### config.mk
export PLATFORM = sky130hd
export DESIGN_NAME = mixer_traverse_controller
export DESIGN_NICKNAME = d
export VERILOG_FILES = /design/src/rtl/mtc_pkg.sv /design/src/rtl/mtc_step.sv /design/src/rtl/mixer_traverse_controller.sv
export SDC_FILE = /design/constraint.sdc
export NUM_CORES = 1
export LEC_CHECK = 0
export ABC_AREA = 1
export BUFFER_PORTS_ARGS = -buffer_cell sky130_fd_sc_hd__buf_2
export CAP_MARGIN = 20
export CORE_UTILIZATION = 31
export DETAILED_ROUTE_END_ITERATION = 7
export RECOVER_POWER = 50
export SLEW_MARGIN = 20
export SYNTH_ARGS = -nofsm -noshare
export SYNTH_HDL_FRONTEND = slang
export SYNTH_SLANG_ARGS = --single-unit
export TNS_END_PERCENT = 5
### constraint.sdc
create_clock -name clock -period 7.9 [get_ports clock]
set_input_delay 0.395 -clock clock [delete_from_list [all_inputs] [get_ports clock]]
set_output_delay 0.395 -clock clock [all_outputs]
set_load 0.03 [all_outputs]
### src/rtl/mtc_pkg.sv
// Shared types and constants of the mixer traverse controller.
package mtc_pkg;

   localparam int unsigned HALF_MINUTE_MS = 30000;
   localparam int unsigned END_HIT_W      = 23;
   localparam int unsigned CNT_W          = 16;

   typedef enum logic [2:0] {
      OP_TICK        = 3'd0,
      OP_JOG_L_PRESS = 3'd1,
      OP_JOG_L_REL   = 3'd2,
      OP_JOG_R_PRESS = 3'd3,
      OP_JOG_R_REL   = 3'd4,
      OP_MIX_TOGGLE  = 3'd5,
      OP_SHUTDOWN    = 3'd6
   } op_type;

   typedef enum logic [2:0] {
      DIR_LEFT      = 3'd0,
      DIR_HIT_LEFT  = 3'd1,
      DIR_RIGHT     = 3'd2,
      DIR_HIT_RIGHT = 3'd3,
      DIR_NONE      = 3'd4
   } dir_type;

   typedef enum logic [1:0] {
      REG_DWELL_HM      = 2'd0,
      REG_DEFAULT_DWELL = 2'd1,
      REG_START_DELAY   = 2'd2,
      REG_IMP_TIMEOUT   = 2'd3
   } reg_type;

   typedef struct packed {
      logic [7:0]           dwell_half_minutes;
      logic [END_HIT_W-1:0] dwell_scaled_ms;
      logic [CNT_W-1:0]     default_dwell_ms;
      logic [CNT_W-1:0]     start_delay_ms;
      logic [CNT_W-1:0]     impulse_timeout_ms;
   } cfg_type;

   typedef struct packed {
      dir_type              travel_dir;
      logic                 run_flag;
      logic                 left_drive;
      logic                 right_drive;
      logic                 auto_mix;
      logic                 error_latch;
      logic                 jog_held;
      logic                 impulse_prev;
      logic [END_HIT_W-1:0] since_end_hit;
      logic [CNT_W-1:0]     since_turn_on;
      logic [CNT_W-1:0]     since_impulse;
   } state_type;

   typedef struct packed {
      logic    drying_active;
      logic    left_end_n;
      logic    right_end_n;
      logic    impulse_level;
   } pins_type;

endpackage

### src/rtl/mtc_step.sv
// Next-state logic of the controller for one tick or command transaction.
module mtc_step (
   input  mtc_pkg::op_type    op,
   input  mtc_pkg::pins_type  pins,
   input  mtc_pkg::cfg_type   cfg,
   input  mtc_pkg::state_type cur,
   output mtc_pkg::state_type nxt
);
   import mtc_pkg::*;

   logic                 left_pressed;
   logic                 right_pressed;
   logic [END_HIT_W-1:0] dwell;
   logic                 delay_done;
   logic                 blocked;

   assign left_pressed  = ~pins.left_end_n;
   assign right_pressed = ~pins.right_end_n;
   assign dwell = (cfg.dwell_half_minutes == 8'd0) ?
                  END_HIT_W'(cfg.default_dwell_ms) : cfg.dwell_scaled_ms;

   always_comb begin
      nxt        = cur;
      delay_done = 1'b0;
      blocked    = 1'b0;
      case (op) inside
         OP_TICK: begin
            if (nxt.since_end_hit != '1) nxt.since_end_hit = nxt.since_end_hit + END_HIT_W'(1);
            if (nxt.since_turn_on != '1) nxt.since_turn_on = nxt.since_turn_on + CNT_W'(1);
            if (nxt.since_impulse != '1) nxt.since_impulse = nxt.since_impulse + CNT_W'(1);
            if (pins.drying_active && nxt.auto_mix && !nxt.error_latch &&
                dwell < nxt.since_end_hit) begin
               if (!nxt.run_flag) begin
                  nxt.run_flag      = 1'b1;
                  nxt.since_turn_on = '0;
                  nxt.since_impulse = '0;
               end
               if (nxt.travel_dir == DIR_HIT_RIGHT) begin
                  nxt.travel_dir = DIR_LEFT;
               end else if (nxt.travel_dir == DIR_HIT_LEFT ||
                            nxt.travel_dir == DIR_NONE) begin
                  nxt.travel_dir = DIR_RIGHT;
               end
            end
            delay_done = !(cfg.start_delay_ms > nxt.since_turn_on);
            if ((pins.drying_active || (nxt.jog_held && !nxt.error_latch)) && delay_done) begin
               if (nxt.travel_dir == DIR_LEFT && !left_pressed) begin
                  nxt.right_drive = 1'b0;
                  nxt.left_drive  = 1'b1;
               end else if (nxt.travel_dir == DIR_RIGHT && !right_pressed) begin
                  nxt.left_drive  = 1'b0;
                  nxt.right_drive = 1'b1;
               end
            end
            if (left_pressed && nxt.travel_dir == DIR_LEFT) begin
               nxt.left_drive    = 1'b0;
               nxt.since_end_hit = '0;
               nxt.travel_dir    = DIR_HIT_LEFT;
               if (!nxt.jog_held && !nxt.error_latch && cfg.dwell_half_minutes != 8'd0) begin
                  nxt.run_flag = 1'b0;
               end
            end
            if (right_pressed && nxt.travel_dir == DIR_RIGHT) begin
               nxt.right_drive   = 1'b0;
               nxt.since_end_hit = '0;
               nxt.travel_dir    = DIR_HIT_RIGHT;
               if (!nxt.jog_held && !nxt.error_latch && cfg.dwell_half_minutes != 8'd0) begin
                  nxt.run_flag = 1'b0;
               end
            end
            if (nxt.run_flag) begin
               if (pins.impulse_level != nxt.impulse_prev) begin
                  nxt.impulse_prev  = pins.impulse_level;
                  nxt.since_impulse = '0;
               end
               if (cfg.impulse_timeout_ms < nxt.since_impulse) begin
                  nxt.run_flag = 1'b0;
                  if (nxt.error_latch) begin
                     nxt.left_drive  = 1'b0;
                     nxt.right_drive = 1'b0;
                  end
                  nxt.error_latch = 1'b1;
               end
            end
         end
         OP_JOG_L_PRESS, OP_JOG_R_PRESS: begin
            blocked = (op == OP_JOG_L_PRESS) ? left_pressed : right_pressed;
            if (!blocked && !nxt.jog_held) begin
               if (nxt.error_latch) begin
                  nxt.run_flag    = 1'b0;
                  nxt.left_drive  = 1'b0;
                  nxt.right_drive = 1'b0;
               end else begin
                  nxt.run_flag      = 1'b1;
                  nxt.since_turn_on = '0;
                  nxt.since_impulse = '0;
               end
               nxt.travel_dir = (op == OP_JOG_L_PRESS) ? DIR_LEFT : DIR_RIGHT;
               nxt.jog_held   = 1'b1;
            end
         end
         OP_JOG_L_REL, OP_JOG_R_REL: begin
            if (op == OP_JOG_L_REL) nxt.left_drive = 1'b0;
            else nxt.right_drive = 1'b0;
            nxt.travel_dir = DIR_NONE;
            nxt.run_flag   = 1'b0;
            if (nxt.error_latch) begin
               nxt.left_drive  = 1'b0;
               nxt.right_drive = 1'b0;
            end
            nxt.jog_held = 1'b0;
         end
         OP_MIX_TOGGLE: begin
            if (nxt.error_latch || nxt.auto_mix) begin
               nxt.error_latch = 1'b0;
               nxt.auto_mix    = 1'b0;
               nxt.run_flag    = 1'b0;
               nxt.left_drive  = 1'b0;
               nxt.right_drive = 1'b0;
               nxt.travel_dir  = DIR_NONE;
            end else begin
               nxt.auto_mix = 1'b1;
            end
         end
         OP_SHUTDOWN: begin
            nxt.run_flag    = 1'b0;
            nxt.left_drive  = 1'b0;
            nxt.right_drive = 1'b0;
         end
         default: begin
            nxt = cur;
         end
      endcase
   end

endmodule

### src/rtl/mixer_traverse_controller.sv
// Top level of the mixer traverse controller: register port, state and result register.
// The result of a transaction is registered and is on rsp_tdata in the cycle after its acceptance.
// Throughput: one transaction per cycle while results are taken; the whole update is one pass through mtc_step.
// A result that is not taken holds the result register and stalls new requests.
// Reset (synchronous, active high) restores the registers to their defaults, clears the
// controller state with automatic mixing enabled and empties the result register.
module mixer_traverse_controller (
   input  logic        clock,
   input  logic        reset,
   input  logic        req_tvalid,
   output logic        req_tready,
   // Fields from bit 0: op[2:0], drying_active, left_end_n, right_end_n, impulse_level.
   input  logic [7:0]  req_tdata,
   output logic        rsp_tvalid,
   input  logic        rsp_tready,
   // Fields from bit 0: mixer_run, drive_left, drive_right, stall_error, travel_state[2:0].
   output logic [7:0]  rsp_tdata,
   input  logic        csr_psel,
   input  logic        csr_penable,
   input  logic        csr_pwrite,
   input  logic [3:0]  csr_paddr,
   input  logic [31:0] csr_pwdata,
   output logic [31:0] csr_prdata,
   output logic        csr_pready
);
   import mtc_pkg::*;

   cfg_type    cfg_ff;
   cfg_type    cfg_in;
   state_type  state_ff;
   state_type  state_in;
   logic       rsp_valid_ff;
   logic       rsp_valid_in;
   logic [7:0] rsp_data_ff;
   logic [7:0] rsp_data_in;
   logic       req_accept;
   logic       csr_write;
   reg_type    csr_sel;
   op_type     req_op;
   pins_type   req_pins;

   assign csr_pready = 1'b1;
   assign csr_write  = csr_psel && csr_penable && csr_pwrite;
   assign csr_sel    = reg_type'(csr_paddr[3:2]);

   always_comb begin
      cfg_in = cfg_ff;
      if (csr_write) begin
         unique case (csr_sel)
            REG_DWELL_HM: begin
               cfg_in.dwell_half_minutes = csr_pwdata[7:0];
               cfg_in.dwell_scaled_ms = END_HIT_W'(csr_pwdata[7:0]) *
                                        END_HIT_W'(HALF_MINUTE_MS);
            end
            REG_DEFAULT_DWELL: cfg_in.default_dwell_ms   = csr_pwdata[15:0];
            REG_START_DELAY:   cfg_in.start_delay_ms     = csr_pwdata[15:0];
            REG_IMP_TIMEOUT:   cfg_in.impulse_timeout_ms = csr_pwdata[15:0];
            default:           cfg_in = cfg_ff;
         endcase
      end
   end

   always_comb begin
      unique case (csr_sel)
         REG_DWELL_HM:      csr_prdata = 32'(cfg_ff.dwell_half_minutes);
         REG_DEFAULT_DWELL: csr_prdata = 32'(cfg_ff.default_dwell_ms);
         REG_START_DELAY:   csr_prdata = 32'(cfg_ff.start_delay_ms);
         REG_IMP_TIMEOUT:   csr_prdata = 32'(cfg_ff.impulse_timeout_ms);
         default:           csr_prdata = '0;
      endcase
   end

   assign req_tready = !rsp_valid_ff || rsp_tready;
   assign req_accept = req_tvalid && req_tready;
   assign req_op     = op_type'(req_tdata[2:0]);
   assign req_pins   = '{drying_active: req_tdata[3], left_end_n: req_tdata[4],
                         right_end_n: req_tdata[5], impulse_level: req_tdata[6]};

   mtc_step u_step (
      .op   (req_op),
      .pins (req_pins),
      .cfg  (cfg_ff),
      .cur  (state_ff),
      .nxt  (state_in)
   );

   assign rsp_valid_in = req_accept || (rsp_valid_ff && !rsp_tready);
   assign rsp_data_in  = req_accept ?
                         {1'b0, state_in.travel_dir, state_in.error_latch,
                          state_in.right_drive, state_in.left_drive, state_in.run_flag} :
                         rsp_data_ff;

   always_ff @(posedge clock) begin
      if (reset) begin
         cfg_ff <= '{dwell_half_minutes: 8'd0, dwell_scaled_ms: '0,
                     default_dwell_ms: 16'd5000, start_delay_ms: 16'd2000,
                     impulse_timeout_ms: 16'd2000};
         state_ff <= '{travel_dir: DIR_NONE, run_flag: 1'b0, left_drive: 1'b0,
                       right_drive: 1'b0, auto_mix: 1'b1, error_latch: 1'b0,
                       jog_held: 1'b0, impulse_prev: 1'b0, since_end_hit: '0,
                       since_turn_on: '0, since_impulse: '0};
         rsp_valid_ff <= 1'b0;
      end else begin
         cfg_ff       <= cfg_in;
         rsp_valid_ff <= rsp_valid_in;
         if (req_accept) begin
            state_ff <= state_in;
         end
      end
      rsp_data_ff <= rsp_data_in;
   end

   assign rsp_tvalid = rsp_valid_ff;
   assign rsp_tdata  = rsp_data_ff;

   a_drives_exclusive: assert property (@(posedge clock) disable iff (reset)
      !(state_ff.left_drive && state_ff.right_drive))
      else $error("Both travel drives are on.");

   a_no_run_in_error: assert property (@(posedge clock) disable iff (reset)
      !(state_ff.run_flag && state_ff.error_latch))
      else $error("Mixer runs while the stall error is latched.");

   a_accept_gives_result: assert property (@(posedge clock) disable iff (reset)
      req_accept |=> rsp_tvalid)
      else $error("Accepted transaction produced no result.");

   a_state_holds_idle: assert property (@(posedge clock) disable iff (reset)
      !req_accept |=> $stable(state_ff))
      else $error("Controller state changed without a transaction.");

endmodule

==> impl_metrics.py, run 1 <==
metrics = {
    "timing": {
        "worst_pin_slew_ns": 2.57,
        "relSlewSlack": -0.716,
        "timing.final.crit_period_ns": 6.35,
        "grt_setup_unrepaired": "no",
        "max_freq_ghz": 0.158,
        "tns_ns": 0,
        "maxSlewViolCount": 142,
        "hold_viol_final": 0,
        "fin_skew_ns": 0.0155,
        "setup_viol": 0,
        "fin_crit_sh": 0.804,
        "whs_ns": 0.194,
        "fin_ws_ns": 1.55,
    },
    "global_route": {
        "grt_pass1_wl_mm": 47.7,
        "antenna_found_initial": 0,
        "grtUsageTotal": 0.166,
        "grt_pass1_vias": 9415,
        "overflow": 0,
        "grt_max_degree": 63,
    },
    "route": {
        "m1WireLength_mm": 14.0,
        "top_layer": "met4",
        "wl_mm": 28.6,
        "wire_per_inst_um": 13.9,
        "met2_length_mm": 12.7,
        "ant_nets": 0,
        "drc": 0,
        "first_iter_violations": 659,
        "first_pass_iters": 6,
        "vias_per_cell": 4.80,
        "vias": 9864,
        "routed-wl-met3_mm": 1.47,
    },
    "final_layout": {
        "drive_gt1_frac": 0.0778,
        "final_util": 0.354,
        "nNetsFinal": 1773,
        "syn_to_final_growth_pct": 11.5,
        "antenna_cells": 0,
        "final_area_mm2": 0.0120,
        "fin_cells": 2055,
    },
    "yosys": {
        "synth_warnings": 0,
        "ys_types": 50,
        "synth.area.top_cells": "dfxtp_1, ha_1, nand2_1, inv_1, a21oi_1",
        "synth_async_sr_flop_share": 0,
        "synth-edff-count": 7,
        "synth_area_mm2": 0.0108,
        "synth_ff_type": "dfxtp_1",
        "ys_ff_latch": 147,
        "synth_area_leader_cell": "dfxtp_1",
        "avgSynthCellArea_um2": 6.90,
        "seq_area_frac_synth": 0.280,
        "syn_inst": 1558,
        "synth_top_area_frac": 0.261,
    },
    "run_status": {
        "outcome": "complete, but fails checks",
        "violations": "max-capacitance violations, max-slew violations",
    },
    "place": {
        "io_buffers": 56,
        "gp_congestion": 0.853,
        "dp_cells": 2023,
        "dp_worst_setup_slack_ns": 1.52,
        "postPlaceCellArea_mm2": 0.0114,
        "dp_hpwl_mm": 21.9,
    },
    "setup_path": {
        "cp-start-kind": "flip-flop",
        "critPathKind": "reg -> reg",
        "cp_num_buf_inv": 6,
        "critPathTopFamily": "simple AND/OR/NAND/NOR gates",
        "cp-end-kind": "flip-flop",
        "cp_slowest_stage_delay_ns": 0.66,
        "slowest_stage": "nand3_1",
        "critical_path_required_ns": 8.09,
        "cp_max_fo": 23,
        "worstPathArrival_ns": 6.54,
    },
    "clock_network": {
        "cts_root_buf": "clkbuf_16",
        "h-tree-depth": 4,
        "cts.path.max_buffers": 2,
        "cts_resized": 0,
        "ctsHoldBuffers": 0,
        "path_clk_slew_ns": 0.08,
        "numClockSinks": 147,
        "cts_tree": "done",
        "postCtsSetupBuffers": 0,
        "clock_latency_ns": 0.45,
        "cts_buffers": 17,
    },
    "die": {
        "ios": 94,
        "rows": 67,
        "die_y_um": 188,
        "die_x_um": 188,
        "die-area_mm2": 0.0354,
        "start_util": 0.317,
        "core_mm2": 0.0339,
    },
    "pwr": {
        "leakage_nw": 5.30,
        "powerDensity_mw_per_mm2": 180,
        "p_total_mw": 2.16,
        "vdd_ir_drop_max_mv": 0.165,
    },
    "min_path": {
        "hold_class": "in -> reg",
    },
    "job": {
        "maxCapViolCount": 3,
    },
}
power by group:
part,internal (mW),leakage (nW),switching [mW]
registers,0.763,1.20,0.0132
clock network,0.455,0.299,0.391
logic,0.193,3.80,0.350
total,1.41,5.30,0.754
cells by family after synthesis:
group / after synthesis / synth area share
other: 2 / 0.000699
AO/OA/AOI/OAI: 290 / 0.151
adder cells (fa/ha/maj): 128 / 0.164
XOR/XNOR: 44 / 0.0358
flip-flops: 147 / 0.280
buffers and inverters: 305 / 0.114
AND/OR/NAND/NOR: 642 / 0.253
path summary, 6_finish.rpt:
check | from | slack [ns] | cells after the start | end
max reg2reg | state_ff[32] | 1.55 | 30 | rsp_tdata[3]
min | req_tvalid | 0.19 | 3 | rsp_tvalid
min reg2reg | cfg_ff[57] | 0.46 | 2 | cfg_ff[57]
max | state_ff[32] | 1.55 | 30 | rsp_tdata[3]
worst min-delay path, stage by stage:
cell     delay, ns
buf_2         0.10
inv_1         0.04
a21oi_1       0.05
final cells by class:
type	instances	area [um^2]
Sequential cell	147	3010
Multi-Input combinational cell	1122	6580
Timing Repair Buffer	69	335
Inverter	237	890
Fill cell	3676	21900
Tap cell	448	561
Clock buffer	17	425
Clock inverter	15	184
cell usage in the layout (no fill, tap or decap), types with 19 or more instances in the layout:
| master | count |
|---|---|
| nand2_2 | 19 |
| buf_2 | 31 |
| dfxtp_1 | 140 |
| nand2_1 | 341 |
| xor2_1 | 31 |
| nor2_1 | 132 |
| clkbuf_1 | 28 |
| fa_1 | 22 |
| inv_1 | 233 |
| nor3_1 | 30 |
| ha_1 | 106 |
| o21ai_0 | 90 |
| nand3_1 | 79 |
| a21oi_1 | 139 |
metal layers:
layer | global-route usage | vias to the layer above
li1 | - | 5090
met2 | 0.263 | 225
met3 | 0.0222 | 24
met5 | 0 | -
met1 | 0.231 | 4525
met4 | 0.0532 | 0
synthesized netlist by cell type (3+ instances only):
master,count
nand2_1,341
inv_1,233
dfxtp_1,140
a21oi_1,139
nor2_1,134
ha_1,106
o21ai_0,90
nand3_1,79
clkbuf_1,46
xor2_1,31
nor3_1,30
fa_1,22
nand2_2,19
buf_4,18
nand4_1,16
o211ai_1,13
xnor2_1,13
a21oi_2,10
edfxtp_1,7
nor4_1,7
o2111ai_1,7
a211oi_1,6
o21bai_1,5
o22ai_1,4
or2_2,4
a31oi_1,3
inv_2,3
o21ai_2,3
o31ai_1,3
flip-flops by register name, indices dropped and copies added (netlist names):
signal      cells
cfg_ff         74
state_ff       65
rsp_tvalid      1
rsp_tdata       7
Note: power is estimated with default switching activity, not from simulation.
==> run 2: changes to the inputs <==
--- a/config.mk
+++ b/config.mk
@@ -5,7 +5,7 @@
 export SDC_FILE = /design/constraint.sdc
 export NUM_CORES = 1
 export LEC_CHECK = 0
-export ABC_AREA = 1
+export ABC_AREA = 0
 export BUFFER_PORTS_ARGS = -buffer_cell sky130_fd_sc_hd__buf_2
 export CAP_MARGIN = 20
 export CORE_UTILIZATION = 31
==> constraint.sdc (replaced) <==
create_clock -name clock -period 6.39 [get_ports clock]
set_input_delay 0.3195 -clock clock [delete_from_list [all_inputs] [get_ports clock]]
set_output_delay 0.3195 -clock clock [all_outputs]
set_load 0.03 [all_outputs]
==> run 2 against run 1 <==
The flow still finishes with violations (max-capacitance violations, max-slew violations). Global-route usage is 0.11 points higher. First-iteration DRC count grew 6.5%. Critical path depth is 4 lower. Synthesized area increased by 1.0%. Non-clock buffer count grew 11. Clock power up 21%. Critical endpoint is now rsp_tdata[2].
==> impl_metrics.py, run 2 <==
metrics = {
    "global_route": {
        "antenna_found_initial": 0,
        "grt_pass1_vias": 9060,
        "grtUsageTotal": 0.167,
        "grt_pass1_wl_mm": 47.9,
        "overflow": 0,
        "grt_max_degree": 72,
    },
    "yosys": {
        "synth_top_area_frac": 0.258,
        "synth_area_leader_cell": "dfxtp_1",
        "synth-edff-count": 7,
        "synth_warnings": 0,
        "synth_common_cells": "nand2_1, dfxtp_1, a21oi_1, ha_1, inv_1",
        "seq_area_frac_synth": 0.277,
        "synth_async_sr_flop_share": 0,
        "syn_inst": 1364,
        "synth_area_mm2": 0.0109,
        "ys_types": 84,
        "avgSynthCellArea_um2": 7.96,
        "synthMostInstantiatedCell": "nand2_1",
        "synth.area.top_cells": "dfxtp_1, ha_1, nand2_1, a21oi_1, fa_1",
        "ys_ff_latch": 147,
        "synth_ff_type": "dfxtp_1",
    },
    "place": {
        "io_buffers": 56,
        "dp_cells": 1831,
        "gp_congestion": 0.873,
        "dp_hpwl_mm": 22.7,
    },
    "setup_path": {
        "critical_path_required_ns": 6.58,
        "cp-start-kind": "flip-flop",
        "worstPathArrival_ns": 6.25,
        "cp_slowest_stage_delay_ns": 0.44,
        "cp-end-kind": "flip-flop",
        "critPathKind": "reg -> reg",
        "slowest_stage": "dfxtp_1",
        "cp_max_fo": 7,
    },
    "final_layout": {
        "final_util": 0.352,
        "syn_to_final_growth_pct": 11.8,
        "nNetsFinal": 1577,
        "drive_gt1_frac": 0.101,
        "layout_commonest_cell": "nand2_1",
        "multi_input_area_mm2": 0.00725,
        "antenna_cells": 0,
        "regArea_mm2": 0.00301,
        "largest_reg_flops": 74,
        "fillers": 3635,
        "regMostFlops": "cfg_ff",
        "fin_cells": 1866,
        "layout_common_cells": "nand2_1, dfxtp_1, a21oi_1",
    },
    "timing": {
        "setup_viol": 0,
        "hold_viol_final": 0,
        "fin_skew_ns": 0.0172,
        "tns_ns": 0,
        "whs_ns": 0.131,
        "maxSlewViolCount": 134,
        "relSlewSlack": -1.29,
        "fin_crit_sh": 0.947,
        "timing.final.crit_period_ns": 6.05,
        "worst_pin_slew_ns": 3.43,
        "max_freq_ghz": 0.165,
    },
    "die": {
        "rows": 68,
        "core_mm2": 0.0345,
        "die_y_um": 189,
        "ios": 94,
        "die-area_mm2": 0.0358,
        "die_x_um": 189,
        "start_util": 0.314,
    },
    "clock_network": {
        "cts_buffers": 17,
        "clock_latency_ns": 0.44,
        "numClockSinks": 147,
        "ctsHoldBuffers": 0,
        "path_clk_slew_ns": 0.07,
        "h-tree-depth": 4,
        "cts_root_buf": "clkbuf_16",
        "cts.path.max_buffers": 2,
        "cts_tree": "done",
    },
    "run_status": {
        "violations": "max-capacitance violations, max-slew violations",
        "outcome": "complete, but fails checks",
    },
    "route": {
        "wire_per_inst_um": 15.9,
        "drc": 0,
        "first_iter_violations": 702,
        "first_pass_iters": 5,
        "wl_mm": 29.7,
        "ant_nets": 0,
        "vias_per_cell": 5.14,
        "vias": 9593,
    },
    "min_path": {
        "hold_class": "in -> reg",
    },
    "pwr": {
        "leakage_nw": 4.94,
        "powerDensity_mw_per_mm2": 215,
        "vdd_ir_drop_max_mv": 0.202,
    },
    "job": {
        "maxCapViolCount": 2,
    },
}
[run 2: changes by cell type after synthesis, moves of 14 or more]
| cell | change |
|---|---|
| or3_1 | +23 |
| nand3b_1 | +20 |
| nand3_1 | -37 |
| and2_1 | +15 |
| nand2_2 | -19 |
| xnor2_1 | +24 |
| nand2_1 | -91 |
| inv_1 | -154 |
| a21o_1 | +14 |
| and3_1 | +24 |
| nor2_1 | -56 |
| o21ai_0 | -44 |
[run 2: repair_timing]
action                                  CTS  global route
gates resized for setup                   0             6
buffers inserted                          0             3
endpoints found under the setup margin    0             5
[run 2: final cells by class]
type | count | share of cell area
Clock inverter | 15 | 0.0130
Sequential cell | 147 | 0.248
Timing Repair Buffer | 80 | 0.0356
Tap cell | 455 | 0.0469
Clock buffer | 17 | 0.0350
Multi-Input combinational cell | 1072 | 0.597
Inverter | 80 | 0.0247
[run 2: per-stage QoR]
stage / power, mW / instance area (um^2) / setup WS (ns)
CTS: 2.63 / 12100 / 0.115
detailed placement: 1.62 / 11500 / 0.138
finish: 2.61 / 12100 / 0.336
global placement: 1.60 / 11500 / 0.288
floorplan: 1.46 / 10900 / 0.450
global route: 2.76 / 12100 / -0.00712
[run 2: critical path, delay by kind of cell, from the launching register on]
kind	cells	cell delay (ns)
compound gates	10	2.16
xor+xnor	1	0.14
fa+ha+maj	3	0.89
buf+inv	2	0.33
flops	1	0.44
simple gates	10	1.87
[run 2: kinds of logic after synthesis]
kind of cell	synth area share
and+or+nand+nor	0.248
AOI/OAI and AO/OA	0.173
buffers and inverters	0.0635
DFF	0.277
adders and majority gates	0.163
xor gates and xnor gates	0.0452
muxes	0.0295
other	0.000692
[run 2: final timing paths]
| path | startpoint | to | slack, ns | cells after the start |
|---|---|---|---|---|
| worst min register to register | cfg_ff[64] | cfg_ff[64] | 0.45 | 2 |
| worst min-delay path | req_tvalid | rsp_tvalid | 0.13 | 3 |
| worst max register to register | state_ff[32] | rsp_tdata[2] | 0.34 | 26 |
| worst max-delay path | state_ff[32] | rsp_tdata[2] | 0.34 | 26 |
[run 2: per-layer routing]
layer | GRT usage | share of wire | wire length [um]
met1 | 0.208 | 0.45 | 13400
met2 | 0.296 | 0.50 | 14900
met3 | 0.0247 | 0.027 | 807
met4 | 0.0481 | 0.019 | 557
met5 | 0 | 0 | 0
[run 2: power by group]
part	internal, mW	switching (mW)	leakage [nW]
registers	0.939	0.0143	1.20
clock network	0.553	0.465	0.287
logic	0.258	0.382	3.45
